==> src/rtl/svice_pkg.sv <==
// shared types, constants and helpers for the raw svi smile evaluator
// no dependencies; imported by the cells and by svi_curve_evaluate_core

package svice_pkg;

  localparam int FRAC_BITS = 20;

  // register map, word index on the config port
  localparam logic [2:0] REG_LEVEL_A = 3'd0;
  localparam logic [2:0] REG_SLOPE_B = 3'd1;
  localparam logic [2:0] REG_SKEW_RHO = 3'd2;
  localparam logic [2:0] REG_SHIFT_M = 3'd3;
  localparam logic [2:0] REG_SIGMA = 3'd4;

  // square root: radicand below 2^50, 25 result bits, one bit pair per cell
  localparam int SQ_W = 50;
  localparam int SQ_STEPS = 25;

  // restoring divide: remainder and shifted divisor share one width
  localparam int DIV_W = 106;
  localparam int DIV_STEPS = 31;
  localparam int QUO_W = 32;

  typedef struct packed {
    logic [SQ_W-1:0] v;
    logic [SQ_W-1:0] r;
    logic [SQ_W-1:0] one;
  } sq_cell_t;

  typedef struct packed {
    logic [DIV_W-1:0] rem;
    logic [DIV_W-1:0] dsh;
    logic [QUO_W-1:0] quo;
  } div_cell_t;

  typedef struct packed {
    logic [31:0] val;
    logic        sat;
  } clip_t;

  // clamp a sign and magnitude value into signed 32 bits
  function automatic clip_t clip32(input logic neg, input logic [63:0] mag);
    clip_t res;
    res.sat = 1'b0;
    if (neg) begin
      if (mag > 64'h8000_0000) begin
        res.val = 32'h8000_0000;
        res.sat = 1'b1;
      end else begin
        res.val = 32'(64'd0 - mag);
      end
    end else begin
      if (mag > 64'h7FFF_FFFF) begin
        res.val = 32'h7FFF_FFFF;
        res.sat = 1'b1;
      end else begin
        res.val = mag[31:0];
      end
    end
    return res;
  endfunction

endpackage

==> src/rtl/svice_div_cell.sv <==
// one restoring step of unsigned division, divisor shifted right per cell
// depends on svice_pkg for the cell struct

module svice_div_cell import svice_pkg::*; (
  input  logic      clk,
  input  logic      en,
  input  div_cell_t cell_in,
  output div_cell_t cell_out
);

  logic      fits;
  div_cell_t cell_nxt;

  always_comb begin
    fits = cell_in.rem >= cell_in.dsh;
    cell_nxt.rem = fits ? (cell_in.rem - cell_in.dsh) : cell_in.rem;
    cell_nxt.dsh = cell_in.dsh >> 1;
    cell_nxt.quo = {cell_in.quo[QUO_W-2:0], fits};
  end

  always_ff @(posedge clk) begin
    if (en) begin
      cell_out <= cell_nxt;
    end
  end

endmodule

==> config.mk <==
export PLATFORM = sky130hd
export DESIGN_NAME = svice_div_cell
export DESIGN_NICKNAME = d
export VERILOG_FILES = /design/src/rtl/svice_pkg.sv /design/src/rtl/svice_div_cell.sv
export SDC_FILE = /design/constraint.sdc
export NUM_CORES = 1
export LEC_CHECK = 0
export BUFFER_PORTS_ARGS = -buffer_cell sky130_fd_sc_hd__buf_2
export CORE_ASPECT_RATIO = 0.9
export CORE_UTILIZATION = 45
export CTS_BUF_LIST = sky130_fd_sc_hd__clkbuf_4 sky130_fd_sc_hd__clkbuf_8 sky130_fd_sc_hd__clkbuf_16
export CTS_CLUSTER_SIZE = 14
export DETAILED_ROUTE_END_ITERATION = 10
export GPL_TIMING_DRIVEN = 0
export PLACE_DENSITY = 0.82
export SLEW_MARGIN = 40
export SYNTH_ARGS = -nofsm -noshare
export SYNTH_HDL_FRONTEND = slang
export SYNTH_SLANG_ARGS = --single-unit
==> constraint.sdc <==
create_clock -name clk -period 3.4 [get_ports clk]
set_input_delay 0.17 -clock clk [delete_from_list [all_inputs] [get_ports clk]]
set_output_delay 0.17 -clock clk [all_outputs]
set_load 0.1 [all_outputs]
## After elaboration in Yosys (flattened, before gate mapping)

Cells that the tools add are included.

- Register bits after elaboration: 243
- Output and inout port bits: 244

- Muxes and demuxes: 1
- Magnitude comparators: 1
- Add/subtract/negate cells: 1

Operators with widths:

| kind | number |
|---|---|
| 106-bit greater-or-equal comparator | 1 |
| 106-bit 2-to-1 mux | 1 |
| 106-bit subtractor | 1 |

## Depth between registers and ports, before layout

- Depth after elaboration: 2
- Gate-level depth with buffers: 18
- Depth with buffers taken out: 16

## Least setup slack after synthesis

No wires, ideal clock.

- Path type: input-to-reg
- Start point: input port cell_in[138] in the netlist's numbering
- End point: register cell_out[139] in the netlist's numbering (data pin)
- Setup time: 0.260 ns
- Stages on the path: 16
- Required time: 3.140 ns
- Arrival: 3.034 ns
- Setup slack: 0.106 ns
- Cells stage by stage: inv_1 > ha_1 > inv_1 > fa_1 > a21oi_1 > o21ai_1 > a211oi_2 > o31ai_1 > a41oi_2 > nand2_2 > a221oi_2 > nor3_2 > nor2_2 > buf_4 > buf_2 > mux2_2

RTL lines:

| item | line | text |
|---|---|---|
| from (decl) | svice_div_cell.sv:7 | `input div_cell_t cell_in,` |
| to (signal assigned) | svice_div_cell.sv:23 | `cell_out <= cell_nxt;` |
| to (decl) | svice_div_cell.sv:8 | `output div_cell_t cell_out` |

==> results.ini <==
[finish]
regMostFlops = cell_out
num-fill-cells = 2566
largest_reg_flops = 243
finalInstanceArea_um2 = 22500
finalNonFillerCells = 2895
fin_util_pct = 65.9
reg_top3 = cell_out (243)
fin_nets = 2758
drive_gt1_share_pct = 26.3
area_growth_pct = 43.0

[power]
power_mw = 11.9
power_leakage_nw = 10.0
powerDensity_nw_per_um2 = 526
ir_drop_uv = 454

[setup_path]
path_class = input pin to flop
crit_path_end_kind = flop
crit_required_ns = 3.72
startpoint_type = input pin
cp_max_fo = 10
arrival_ns = 3.63

[synthesis]
synthArstFlopShare_pct = 0
yosysWarnings = 0
synth_top_cell_area_share_pct = 46.3
synth.largest_area_cell = edfxtp_1
ys_ff_latch = 243
synth.net_count = 1989
ys_types = 80
synth_area_leaders = edfxtp_1, ha_1, o21ai_0
syn_area_per_cell_um2 = 9.63
postSynthCellCount = 1636
synth_edf_count = 243
synth-seq-area-share_pct = 46.3
ys.flop_type = edfxtp_1
syn-cell-area_um2 = 15800

[placement]
place_inst = 2588
pre_cts_slack_ns = -1.11
portBuffers = 487
place_congestion = 0.963
place_area_um2 = 18900
dp_hpwl_um = 42300

[route]
avgRoutedWirePerCell_um = 20.8
totalWireLength_um = 60300
ant_nets = 0
dr_total_vias = 16400
drt-vias-per-instance = 5.67
drc = 0
dr.pass1.iters = 7
drt_iter0_markers = 1352

[clocking]
cts-root-buf = clkbuf_16
tritoncts = built
cts_buffers = 27
path_clk_slew_ns = 0.07
cts_buffer_depth = 3
ctsHtreeMaxLevel = 1
cts_sinks = 243

[global_route]
grt_remaining_overflow = 0
grt_pass1_vias = 16500
grtUsageTotal_pct = 32.6
grt_max_degree = 83
antenna_found_initial = 8
grt_pass1_wl_um = 91000

[floorplan]
die_w_um = 199
die_h_um = 179
die_area_um2 = 35800
core_region_area_um2 = 34200
top_level_ports = 490
initial_utilization_pct = 46.1
std_cell_rows = 64

[timing]
final_max_slew_viol_count = 0
fin_crit_ns = 3.31
whs_ns = 0.0340
finalSetupViolCount = 0
tns_ns = 0
worst_slack_ns = 0.0902
tightestPinTransition_ns = 0.845
slew_headroom_pct = 43.2
period_share_pct = 97.3
hold_violations = 0
max_freq_mhz = 302

[worst_hold_path]
hold_path_class = input pin to flop

[status]
outcome = complete, no violations

[flow_run]
drv_cap = 0

## synth_stat cells, types with 20 or more instances
library cell and n:
a21o_1 50, edfxtp_1 243, nand4_1 46, nor2_1 62
clkbuf_1 51, xnor2_1 58, o21ai_0 163, a21oi_1 162
o21ai_1 20, ha_1 106, buf_2 25, inv_1 142
xor2_1 43, o21bai_1 34, nand2_1 209
## per-layer routing
layer | track usage [%] | vias up | share of wire, %
met4 | 13.4 | 2 | 4.2
met3 | 6.42 | 179 | 8.6
met5 | 0 | - | 0.017
li1 | - | 7528 | -
met2 | 54.6 | 948 | 47
met1 | 41.0 | 7763 | 40
## worst paths after layout
kind	start	end	slack [ns]	cells after the start
worst max-delay path	cell_in[121]	cell_out[195]$_DFFE_PP_	0.09	13
worst min-delay path	cell_in[239]	cell_out[239]$_DFFE_PP_	0.03	3
## worst max-delay path: stages
cell and delay [ns]:
dlygate4sd3_1 0.52, buf_2 0.12, inv_1 0.05, ha_1 0.46
nand4_1 0.23, or4_1 0.59, nand3_1 0.12, nand2_1 0.10
nor3_2 0.31, nor2_4 0.09, buf_12 0.16, inv_2 0.30
mux2_2 0.39
## cells by family (layout without fill, tap and decap cells)
logic type / count (synthesis) / in the layout / share of synthesized area [%]
AO/OA/AOI/OAI: 539 / 539 / 21.1
other: 1 / 8 / 0.0238
XOR/XNOR: 101 / 101 / 5.62
AND/OR/NAND/NOR: 416 / 416 / 12.3
flip-flops: 243 / 243 / 46.3
adder cells (fa/ha/maj): 107 / 107 / 8.55
buffers and inverters: 222 / 1012 / 5.56
multiplexers: 7 / 7 / 0.493
## cell type report
type | count | area, um2 | share of cell area (%)
Buffer | 76 | 417 | 1.85
Timing Repair Buffer | 743 | 5030 | 22.3
Clock buffer | 31 | 706 | 3.13
Tap cell | 462 | 578 | 2.57
Antenna cell | 7 | 17.5 | 0.0777
Sequential cell | 243 | 7300 | 32.4
Clock inverter | 19 | 159 | 0.705
Inverter | 143 | 537 | 2.38
Multi-Input combinational cell | 1171 | 7780 | 34.6
## power by group
group	internal, mW	switching [mW]
Clock	1.64	1.32
Combinational	1.21	3.91
Sequential	3.69	0.0909
Total	6.54	5.32
## timing repair
item,CTS,global route
pin swaps,4,9
resized for setup,28,48
endpoints found under the setup margin,107,106
endpoints found under the hold margin,269,0
hold buffers,242,0
setup buffers,2,9
## layout by cell type, fill, tap and decap left out, types with 8 or more instances in the layout
cell / instances
clkbuf_16: 27
nor2_1: 61
buf_2: 500
o21ai_1: 20
buf_4: 16
clkbuf_1: 40
o21a_1: 16
ha_1: 106
dlygate4sd3_1: 242
edfxtp_1: 243
a21oi_1: 156
a31oi_1: 15
nand3_1: 16
xor2_1: 43
nand2_1: 209
nor3_1: 17
and3_1: 14
nand4_1: 46
xnor2_1: 58
clkbuf_2: 8
inv_1: 142
clkinv_1: 10
o21bai_1: 34
o21ai_0: 161
a21o_1: 50
No activity file was read; power rests on OpenSTA's default activity.
