### src/rtl/svice_pkg.sv
// shared types, constants and helpers for the raw svi smile evaluator
// no dependencies; imported by the cells and by svi_curve_evaluate_core

package svice_pkg;

  localparam int FRAC_BITS = 20;

  // register map, word index on the config port
  localparam logic [2:0] REG_LEVEL_A = 3'd0;
  localparam logic [2:0] REG_SLOPE_B = 3'd1;
  localparam logic [2:0] REG_SKEW_RHO = 3'd2;
  localparam logic [2:0] REG_SHIFT_M = 3'd3;
  localparam logic [2:0] REG_SIGMA = 3'd4;

  // square root: radicand below 2^50, 25 result bits, one bit pair per cell
  localparam int SQ_W = 50;
  localparam int SQ_STEPS = 25;

  // restoring divide: remainder and shifted divisor share one width
  localparam int DIV_W = 106;
  localparam int DIV_STEPS = 31;
  localparam int QUO_W = 32;

  typedef struct packed {
    logic [SQ_W-1:0] v;
    logic [SQ_W-1:0] r;
    logic [SQ_W-1:0] one;
  } sq_cell_t;

  typedef struct packed {
    logic [DIV_W-1:0] rem;
    logic [DIV_W-1:0] dsh;
    logic [QUO_W-1:0] quo;
  } div_cell_t;

  typedef struct packed {
    logic [31:0] val;
    logic        sat;
  } clip_t;

  // clamp a sign and magnitude value into signed 32 bits
  function automatic clip_t clip32(input logic neg, input logic [63:0] mag);
    clip_t res;
    res.sat = 1'b0;
    if (neg) begin
      if (mag > 64'h8000_0000) begin
        res.val = 32'h8000_0000;
        res.sat = 1'b1;
      end else begin
        res.val = 32'(64'd0 - mag);
      end
    end else begin
      if (mag > 64'h7FFF_FFFF) begin
        res.val = 32'h7FFF_FFFF;
        res.sat = 1'b1;
      end else begin
        res.val = mag[31:0];
      end
    end
    return res;
  endfunction

endpackage

### src/rtl/svice_sqrt_cell.sv
// one bit-pair step of the floored integer square root
// depends on svice_pkg for the cell struct

module svice_sqrt_cell import svice_pkg::*; (
  input  logic     clk,
  input  logic     en,
  input  sq_cell_t cell_in,
  output sq_cell_t cell_out
);

  logic [SQ_W-1:0] trial;
  sq_cell_t        cell_nxt;

  always_comb begin
    trial = cell_in.r + cell_in.one;
    cell_nxt.one = cell_in.one >> 2;
    if (cell_in.v >= trial) begin
      cell_nxt.v = cell_in.v - trial;
      cell_nxt.r = (cell_in.r >> 1) + cell_in.one;
    end else begin
      cell_nxt.v = cell_in.v;
      cell_nxt.r = cell_in.r >> 1;
    end
  end

  always_ff @(posedge clk) begin
    if (en) begin
      cell_out <= cell_nxt;
    end
  end

endmodule

### config.mk
export PLATFORM = sky130hd
export DESIGN_NAME = svice_sqrt_cell
export DESIGN_NICKNAME = d
export VERILOG_FILES = /design/src/rtl/svice_pkg.sv /design/src/rtl/svice_sqrt_cell.sv
export SDC_FILE = /design/constraint.sdc
export NUM_CORES = 1
export LEC_CHECK = 0
export ABC_CLOCK_PERIOD_IN_PS = 11900
export BUFFER_PORTS_ARGS = -buffer_cell sky130_fd_sc_hd__buf_2
export CAP_MARGIN = 15
export CORE_MARGIN = 3
export CORE_UTILIZATION = 56
export DETAILED_ROUTE_END_ITERATION = 12
export HOLD_SLACK_MARGIN = 0.15
export PLACE_DENSITY = 0.83
export SYNTH_ARGS = -nofsm -noshare
export SYNTH_HDL_FRONTEND = slang
export SYNTH_SLANG_ARGS = --single-unit
### constraint.sdc
create_clock -name clk -period 11.9 [get_ports clk]
set_input_delay 0.595 -clock clk [delete_from_list [all_inputs] [get_ports clk]]
set_output_delay 0.595 -clock clk [all_outputs]
set_load 0.01 [all_outputs]
# Word level (Yosys, flattened, before mapping)

Index checks and enable logic that the tools add are counted.

Input bits: 152
Output and inout port bits: 150
Bits in registers: 148

Multiplexer cells: 1
Add/sub/neg operators: 3
Order comparisons: 1

Operators with widths:

| kind                                      | count |
|---|---|
| 100-bit 2-to-1 mux                        | 1 |
| 49-bit by 50-bit adder with 50-bit output | 1 |
| 50-bit adder                              | 1 |
| 50-bit greater-or-equal comparator        | 1 |
| 50-bit subtractor                         | 1 |

# Longest topological paths before layout

Gate-level depths: netlist (run 1).

Word-level depth: 3
Mapped depth: 25
Gate-level depth less buffers: 23

# Worst setup path after synthesis (run 1)

No wires, ideal clock.

Path kind: input port to flip-flop
Start: in cell_in[0] (netlist name)
End: reg cell_out[144] (netlist name), data pin
Slack: 6424 ps
Setup time: 260 ps
Arrival time: 5215 ps
Stages on the path: 22
Buffers on the path: 1
Required time: 11640 ps
Path through: ha_1 fa_1 a211oi_1 o21a_1 o41ai_2 a21oi_2 o31a_2 nor3_1 or3b_2 xnor2_1 ha_1 buf_2 nand4_1 nor4_2 a21oi_1 o21ai_1 o311a_4 o41ai_4 nor2_2 o41a_1 xor2_1 mux2_4

RTL lines:

| item                 | RTL line              | text |
|---|---|---|
| from (decl)          | svice_sqrt_cell.sv:7  | `input sq_cell_t cell_in,` |
| to (signal assigned) | svice_sqrt_cell.sv:28 | `cell_out <= cell_nxt;` |
| to (decl)            | svice_sqrt_cell.sv:8  | `output sq_cell_t cell_out` |

==> results_dict.tcl, run 1 <==
set metrics [dict create \
    nets 2083 \
    swShare_pct 37.8 \
    gp_congestion 0.957 \
    pwr-share-seq_pct 28.9 \
    critPathMaxStageDelay_ns 0.53 \
    status "complete, no violations" \
    wl_per_cell_um 19.1 \
    ys_async_sr_fraction_pct 0 \
    rsz0062_at_grt "false" \
    netlist_instances 1526 \
    p_switching_mw 0.968 \
    crit_fanout 55 \
    reg_top3 "cell_out x148" \
    drt_first_pass_iters 5 \
    worst_ep_arrival_time_ns 6.45 \
    drtIter0Drc 1195 \
    place_ws_ns 5.25 \
    rows 57 \
    end_kind "flop" \
    initial_core_util_pct 57.0 \
    fp.dieArea_um2 26800 \
    finalMaxSlewViolations 0 \
    p_per_area_nw_per_um2 158 \
    critPathLaunchType "input port" \
    drc 0 \
    n_fill_cell 2031 \
    regMostFlops "cell_out" \
    clockRootBuffer "clkbuf_16" \
    cts_buffers 17 \
    dieWidth_um 164 \
    ir_drop_v 0.0000932 \
    clkSinkCount 148 \
    largest_reg_flops 148 \
    holdCritPathClass "in -> reg" \
    htree_levels 4 \
    cts_setup_buffers 0 \
    antenna_found_initial 2 \
    place_hpwl_um 32300 \
    p_leak_nw 7.24 \
    holdBufCountCts 0 \
    pin_count 302 \
    synth-edff-count 148 \
    synth_seq_area_share_pct 32.0 \
    grt-ovfl-total 0 \
    grt_pass1_vias 12121 \
    cts_tree "done" \
    coreArea_um2 24400 \
    setup_slack_ns 5.63 \
    grt_first_pass_wirelength_um 62400 \
    crit_path_cell_trace "buf_2 > ha_1 > fa_1 > a211oi_1 > o21a_1 > o41ai_2 > a21oi_2 > o31a_2 > o311ai_2 > a2111oi_1 > o21bai_2 > a21boi_1 > xnor2_1 > ha_1 > nand3_1 > nor3_1 > nand4_1 > o21ai_4 > buf_4 > buf_4 > mux2_2" \
    grt_max_degree 78 \
    fin_crit_ns 6.27 \
    cap_viol_max_count 0 \
    min_period_over_period_pct 52.7 \
    synth_seq_cells 148 \
    gr-usage-all-layers_pct 29.2 \
    max_freq_mhz 159 \
    syn-cell-area_um2 13900 \
    portBuffers 299 \
    setup_tns_ns 0 \
    wl_um 40500 \
    antenna_left 0 \
    power_frac_clock_pct 24.3 \
    mostFrequentLayoutCells "buf_2, a21oi_1, ha_1, edfxtp_1, nor2_1" \
    finalSetupViolCount 0 \
    ctsResizeCount 0 \
    synth_flop_cell "edfxtp_1" \
    power_frac_comb_pct 46.8 \
    postSynthAreaPerCell_um2 9.12 \
    critPathSlowestCell "buf_4" \
    postLayoutCoreUtil_pct 66.5 \
    yosysUniqueCellTypes 87 \
    area_growth_pct 16.6 \
    critPathKind "in -> reg" \
    vias 13043 \
    die_y_um 164 \
    hold_viol 0 \
    via_per_inst 6.16 \
    worstPathRequired_ns 12.08 \
    final_common_cell "buf_2" \
    tightest_slew_ns 1.01 \
    power.internal_mw 1.59 \
    slew_headroom_pct 31.6 \
    p_total_mw 2.56 \
    cts_max_path_buffers 2 \
    drive_gt1_share_pct 22.3 \
    synth_warnings 0 \
    clk_pin_slew_ns 0.07 \
]
-- final cells by class --
class | instances | area, um2 | area share [%]
tap | 324 | 405 | 2.50
inverter | 31 | 116 | 0.717
clock inverter | 13 | 229 | 1.41
clock buffer | 19 | 433 | 2.67
sequential | 148 | 4440 | 27.4
timing repair buffer | 303 | 1530 | 9.45
antenna | 2 | 5.00 | 0.0308
multi-input combinational | 1279 | 9060 | 55.8
-- cell usage after synthesis, types with 4 or more instances --
cell type / count / area share (%)
o21bai_1: 29 / 1.6
nor2b_1: 11 / 0.49
o21ai_1: 11 / 0.40
nor3_1: 18 / 0.65
nand2_1: 91 / 2.5
mux2i_1: 5 / 0.36
o211ai_1: 8 / 0.43
o21ai_0: 65 / 2.3
o31ai_1: 8 / 0.43
nor2_1: 142 / 3.8
ha_1: 148 / 13
and3_1: 17 / 0.76
xnor2_1: 80 / 5.0
a211o_1: 5 / 0.31
a31o_2: 5 / 0.31
inv_1: 31 / 0.84
o21a_1: 16 / 0.86
a21o_1: 116 / 6.3
xor2_1: 56 / 3.5
a211oi_1: 12 / 0.65
and2_1: 6 / 0.27
a21oi_1: 214 / 7.7
or2_2: 6 / 0.27
a211oi_2: 4 / 0.36
clkbuf_1: 48 / 1.3
nand4_1: 28 / 1.3
edfxtp_1: 148 / 32
mux2_2: 23 / 1.9
nand2b_1: 15 / 0.67
a21oi_2: 5 / 0.31
buf_2: 14 / 0.50
nand3_1: 29 / 1.0
a31oi_1: 23 / 1.0
o311ai_0: 6 / 0.38
buf_4: 4 / 0.22
-- stage by stage --
stage	hold WS, ns	cells	cell area, um2
finish	0.382	2119	16200
global route	0.371	2118	16200
CTS	0.372	2117	16200
detailed placement	0.821	2085	15600
global placement	0.820	2085	15600
floorplan	0.694	1527	13900
-- layer usage --
metal | up-vias | GRT usage (%) | part of all wire, %
met1 | 6105 | 42.0 | 45
met3 | 69 | 4.64 | 8.3
met5 | - | 0 | 0
met2 | 580 | 45.5 | 45
met4 | 0 | 8.65 | 2.5
li1 | 6289 | - | -
-- critical path: cells and delay by family --
kind	cells	cell delay (ns)
AO/OA/AOI/OAI	10	2.28
adder cells (fa/ha/maj)	3	1.10
buffers and inverters	3	1.09
AND/OR/NAND/NOR	3	0.82
multiplexers	1	0.39
XOR/XNOR	1	0.12
-- power by group through the flow --
stage                     Clock [mW]  Combinational (mW)  Sequential (mW)
final                          0.621                1.20            0.740
after global routing           0.648                1.31            0.747
after CTS                      0.628                1.18            0.740
after detailed placement           0                1.17            0.750
after global placement             0                1.16            0.748
after floorplan                    0               0.785            0.806
-- path summary, 6_finish.rpt --
| path | start | endpoint | slack (ns) | cells past startpoint |
|---|---|---|---|---|
| setup / recovery | cell_in[0] | cell_out[64]$_DFFE_PP_ | 5.63 | 21 |
| hold / removal | cell_in[48] | cell_out[46]$_DFFE_PP_ | 0.38 | 1 |
-- logic make-up (layout without fill, tap and decap cells) --
group / count (synthesis) / after routing / share of synthesized area, %
buffers and inverters: 100 / 366 / 3.00
DFF: 148 / 148 / 32.0
muxes: 31 / 31 / 2.49
AOI/OAI and AO/OA: 580 / 580 / 27.6
xor gates and xnor gates: 136 / 136 / 8.56
and+or+nand+nor: 379 / 379 / 12.6
other: 1 / 4 / 0.0270
adders and majority gates: 151 / 151 / 13.7
Power figures use the tool's default switching activity.
==> inputs of run 2 (changes only) <==
--- a/config.mk
+++ b/config.mk
@@ -5,14 +5,15 @@
 export SDC_FILE = /design/constraint.sdc
 export NUM_CORES = 1
 export LEC_CHECK = 0
-export ABC_CLOCK_PERIOD_IN_PS = 11900
+export ABC_AREA = 1
+export ABC_CLOCK_PERIOD_IN_PS = 5600
 export BUFFER_PORTS_ARGS = -buffer_cell sky130_fd_sc_hd__buf_2
 export CAP_MARGIN = 15
 export CORE_MARGIN = 3
-export CORE_UTILIZATION = 56
+export CORE_UTILIZATION = 53
 export DETAILED_ROUTE_END_ITERATION = 12
 export HOLD_SLACK_MARGIN = 0.15
-export PLACE_DENSITY = 0.83
+export PLACE_DENSITY = 0.8
 export SYNTH_ARGS = -nofsm -noshare
 export SYNTH_HDL_FRONTEND = slang
 export SYNTH_SLANG_ARGS = --single-unit
==> constraint.sdc (replaced) <==
create_clock -name clk -period 5.6 [get_ports clk]
set_input_delay 0.28 -clock clk [delete_from_list [all_inputs] [get_ports clk]]
set_output_delay 0.28 -clock clk [all_outputs]
set_load 0.01 [all_outputs]
==> results_dict.tcl, run 2 <==
set metrics [dict create \
    reg_top3 "cell_out x148" \
    mostFrequentLayoutCells "nand2_1, inv_1, buf_2, nor2_1, nand3_1" \
    finalSetupViolCount 0 \
    crit_path_cell_trace "dlygate4sd3_1 > buf_2 > ha_1 > nand2_1 > nor2_1 > inv_1 > nor2_1 > inv_1 > nor3_1 > nand3_1 > nand4_1 > nand2_1 > ha_1 > nand2_1 > nor2_1 > nand2_1 > clkinv_1 > nand2_1 > nand3b_2 > nand2_4 > inv_4 > buf_4 > nand2_1 > nand2_1" \
    ir_drop_v 0.000232 \
    clockRootBuffer "clkbuf_16" \
    antenna_left 0 \
    pin_count 302 \
    finalMaxSlewViolations 0 \
    rsz0062_at_grt "false" \
    max_freq_mhz 184 \
    synth_seq_area_share_pct 25.1 \
    area_growth_pct 20.6 \
    drive_gt1_share_pct 11.2 \
    p_per_area_nw_per_um2 273 \
    drtIter0Drc 2441 \
    fin_crit_ns 5.43 \
    placedCellCount 3651 \
    ctsResizeCount 0 \
    wl_um 74200 \
    yosys.area.top_type_share_pct 25.5 \
    rows 66 \
    gp_congestion 1.02 \
    grt_pass1_vias 20429 \
    cts_max_path_buffers 2 \
    grt_first_pass_wirelength_um 111000 \
    cap_viol_max_count 0 \
    worst_ep_arrival_time_ns 5.66 \
    htree_levels 4 \
    post_dp_cell_area_um2 19600 \
    final_common_cell "nand2_1" \
    grt_max_degree 96 \
    critPathBufInv 7 \
    clk_pin_slew_ns 0.08 \
    cts_tree "done" \
    dieWidth_um 189 \
    cp_top_family "simple AND/OR/NAND/NOR gates" \
    via_per_inst 5.57 \
    ys_async_sr_fraction_pct 0 \
    antenna_found_initial 1 \
    critPathKind "in -> reg" \
    hold_viol 0 \
    cts_buffers 17 \
    worstPathRequired_ns 5.83 \
    portBuffers 299 \
    synthMostInstantiatedCell "nand2_1" \
    netlist_instances 2926 \
    drc 0 \
    worstHoldStart "cell_in[87]" \
    synth_seq_cells 148 \
    worstSetupStartpoint "cell_in[22]" \
    n_fill_cell 3025 \
    postLayoutCoreUtil_pct 65.3 \
    crit_fanout 47 \
    vias 21152 \
    yosysUniqueCellTypes 38 \
    min_period_over_period_pct 97.0 \
    slew_headroom_pct 34.7 \
    critPathSlowestCell "dlygate4sd3_1" \
    die_y_um 189 \
    path_common_cell "nand2_1" \
    synth-edff-count 148 \
    nets 3642 \
    fp.dieArea_um2 35600 \
    end_kind "flop" \
    netlist_top_cells_count "nand2_1, inv_1, nor2_1" \
    drt_first_pass_iters 9 \
    final_cell_area_um2 21300 \
    cts_setup_buffers 0 \
    synth_flop_cell "edfxtp_1" \
    synth_top_cell_by_area "nand2_1" \
    gr-usage-all-layers_pct 40.7 \
    hold_depth 3 \
    layout.cells.non_filler 3795 \
    coreArea_um2 32700 \
    postSynthAreaPerCell_um2 6.05 \
    setup_tns_ns 0 \
    synth.top_cells.by_area "nand2_1, edfxtp_1, ha_1" \
    initial_core_util_pct 54.1 \
    tightest_slew_ns 0.980 \
    status "complete, no violations" \
    critPathMaxStageDelay_ns 0.55 \
    hold_end "cell_out[86]$_DFFE_PP_" \
    clkSinkCount 148 \
    syn-cell-area_um2 17700 \
    holdBufCountCts 111 \
    holdCritPathClass "in -> reg" \
    critPathLaunchType "input port" \
    place_hpwl_um 59100 \
    grt-ovfl-total 0 \
    largest_reg_flops 148 \
    synth_warnings 0 \
    p_leak_nw 11.6 \
    wl_per_cell_um 19.6 \
    regMostFlops "cell_out" \
]
run 2: worst max path at each step:
stage,slack (ns),endpoint,cells past startpoint
final,0.17,cell_out[59]$_DFFE_PP_,24
after global placement,0.74,cell_out[81]$_DFFE_PP_,25
after floorplan,1.98,cell_out[101]$_DFFE_PP_,25
after CTS,0.60,cell_out[59]$_DFFE_PP_,25
after global routing,0.03,cell_out[59]$_DFFE_PP_,27
after detailed placement,0.64,cell_out[59]$_DFFE_PP_,25
run 2: tightest hold or removal path, stage by stage:
cell and delay [ns]:
buf_2 0.13, nand2_1 0.06, nand2_1 0.05
run 2: final cells by class:
class                   instances  area, um2  share of cell area (%)
diodes                          1       2.50                  0.0117
clock buffers                  17        425                    1.99
clock inverters                15        185                   0.868
inverters                     505       1900                    8.89
multi-input cells            2251      11200                    52.3
flip-flops and latches        148       4440                    20.8
well taps                     442        553                    2.59
repair buffers                416       2670                    12.5
run 2: cell families (layout without fill, tap and decap cells):
kind of cell / Yosys count / count (layout) / synth area share [%]
other cells: 1 / 3 / 0.0212
compound gates: 241 / 241 / 7.35
buf+inv: 528 / 953 / 11.8
flops: 148 / 148 / 25.1
simple gates: 1775 / 1775 / 40.8
xor+xnor: 82 / 82 / 4.06
fa+ha+maj: 151 / 151 / 10.8
run 2: metrics by stage:
stage	setup slack (ns)	hold slack (ns)	power, mW
detailed placement	0.638	0.495	4.39
finish	0.170	0.156	5.82
CTS	0.597	0.151	5.70
global placement	0.738	0.493	4.33
global route	0.0253	0.167	6.14
floorplan	1.98	0.379	3.46
run 2: layer usage:
layer / track usage, % / up-vias / wire length (um) / share of wire (%)
met5: 0 / - / 0 / 0
met4: 27.7 / 0 / 6150 / 8.3
met3: 6.57 / 313 / 6620 / 8.9
met2: 68.9 / 1306 / 34300 / 46
met1: 47.4 / 9505 / 27100 / 37
li1: - / 10028 / - / -
run 2: power by group:
part	total, mW	switching, mW	leakage (nW)	internal [mW]
clock network	1.28	0.600	0.302	0.678
logic	3.00	2.01	9.82	0.982
registers	1.54	0.0589	1.45	1.49
==> inputs of run 3 (changes only) <==
--- a/config.mk
+++ b/config.mk
@@ -6,7 +6,7 @@
 export NUM_CORES = 1
 export LEC_CHECK = 0
 export ABC_AREA = 1
-export ABC_CLOCK_PERIOD_IN_PS = 5600
+export ABC_CLOCK_PERIOD_IN_PS = 4750
 export BUFFER_PORTS_ARGS = -buffer_cell sky130_fd_sc_hd__buf_2
 export CAP_MARGIN = 15
 export CORE_MARGIN = 3
==> constraint.sdc (replaced) <==
create_clock -name clk -period 4.75 [get_ports clk]
set_input_delay 0.2375 -clock clk [delete_from_list [all_inputs] [get_ports clk]]
set_output_delay 0.2375 -clock clk [all_outputs]
set_load 0.01 [all_outputs]
==> results_dict.tcl, run 3 (synthesized netlist as in run 2, its figures left out) <==
set metrics [dict create \
    status "complete, no violations" \
    max_freq_mhz 218 \
    min_period_over_period_pct 96.7 \
    reg_top3 "cell_out x148" \
    critPathSlowestCell "dlygate4sd3_1" \
    largest_reg_flops 148 \
    ir_drop_v 0.000273 \
    vias 21078 \
    regMostFlops "cell_out" \
    fp.dieArea_um2 35600 \
    grt_first_pass_wirelength_um 110000 \
    grt_max_degree 77 \
    clkSinkCount 148 \
    nets 3682 \
    fin_crit_ns 4.59 \
    finalSetupViolCount 0 \
    wl_per_cell_um 18.9 \
    drt_first_pass_iters 6 \
    placedCellCount 3657 \
    rows 66 \
    clockRootBuffer "clkbuf_16" \
    critPathMaxStageDelay_ns 0.57 \
    place_ws_ns -0.0860 \
    slew_headroom_pct 45.8 \
    critPathKind "in -> reg" \
    grt_pass1_vias 20919 \
    hold_viol 0 \
    p_total_mw 6.76 \
    gp_congestion 1.03 \
    cts_buffers 17 \
    tightest_slew_ns 0.813 \
    coreArea_um2 32700 \
    area_growth_pct 23.3 \
    antenna_left 0 \
    cap_viol_max_count 0 \
    via_per_inst 5.50 \
    p_per_area_nw_per_um2 310 \
    cts_max_path_buffers 2 \
    place_hpwl_um 57200 \
    wl_um 72300 \
    post_dp_cell_area_um2 19700 \
    cp_top_family "simple AND/OR/NAND/NOR gates" \
    path_common_cell "nand2_1" \
    antenna_found_initial 1 \
    holdCritPathClass "in -> reg" \
    critPathLaunchType "input port" \
    worstPathRequired_ns 4.95 \
    layout.cells.non_filler 3835 \
    drtIter0Drc 2097 \
    worst_ep_arrival_time_ns 4.80 \
    finalMaxSlewViolations 0 \
    mostFrequentLayoutCells "nand2_1, inv_1, buf_2, nor2_1, nand3_1" \
    initial_core_util_pct 54.1 \
    cts_tree "done" \
    die_y_um 189 \
    gr-usage-all-layers_pct 40.0 \
    p_leak_nw 11.8 \
    portBuffers 299 \
    htree_levels 4 \
    clk_pin_slew_ns 0.08 \
    timing.hold.ws_ns 0.159 \
    crit_fanout 47 \
    n_fill_cell 3008 \
    critPathBufInv 5 \
    drive_gt1_share_pct 11.7 \
    grt-ovfl-total 0 \
    final_cell_area_um2 21800 \
    setup_slack_ns 0.158 \
    drc 0 \
    pin_count 302 \
    end_kind "flop" \
    dieWidth_um 189 \
    final_common_cell "nand2_1" \
]
[run 3: final cells by class]
type | count | area (um2) | share of cell area [%]
multi-input combinational | 2251 | 11200 | 51.6
sequential | 148 | 4440 | 20.4
timing repair buffer | 456 | 3100 | 14.2
inverter | 505 | 1900 | 8.70
tap | 442 | 553 | 2.54
clock buffer | 17 | 425 | 1.95
clock inverter | 15 | 140 | 0.642
antenna | 1 | 2.50 | 0.0115
[run 3: metal layers]
metal  vias to the layer above  part of all wire (%)  global-route usage [%]
met4                         0                   7.6                    25.7
met5                         -                     0                       0
met1                      9372                    36                    45.2
li1                      10121                     -                       -
met2                      1274                    47                    69.4
met3                       311                   9.5                    7.35
[run 3: through the flow]
stage	utilization, %	setup TNS, ns
2_1_floorplan	-	0
3_3_place_gp	60.3	-4.57
3_5_place_dp	60.3	-4.34
4_1_cts	66.4	0
5_1_grt	66.7	-0.102
6_report	66.7	0
[run 3: what timing repair did]
item | 4_1_cts | 5_1_grt
buffers inserted | 0 | 1
resized for setup | 0 | 21
endpoints found under the hold margin | 144 | 0
hold buffers | 144 | 0
endpoints found under the setup margin | 0 | 100
[run 3: worst paths after layout]
path,slack [ns],end,cells after the start,start
setup / recovery,0.16,cell_out[55]$_DFFE_PP_,28,cell_in[53]
hold / removal,0.16,cell_out[82]$_DFFE_PP_,3,cell_in[83]
[run 3: power by group]
part           switching (mW)  leakage [nW]  total (mW)  internal [mW]
Sequential             0.0724          1.45        1.82           1.75
Combinational            2.35          10.0        3.56           1.21
Clock                   0.687         0.275        1.38          0.694
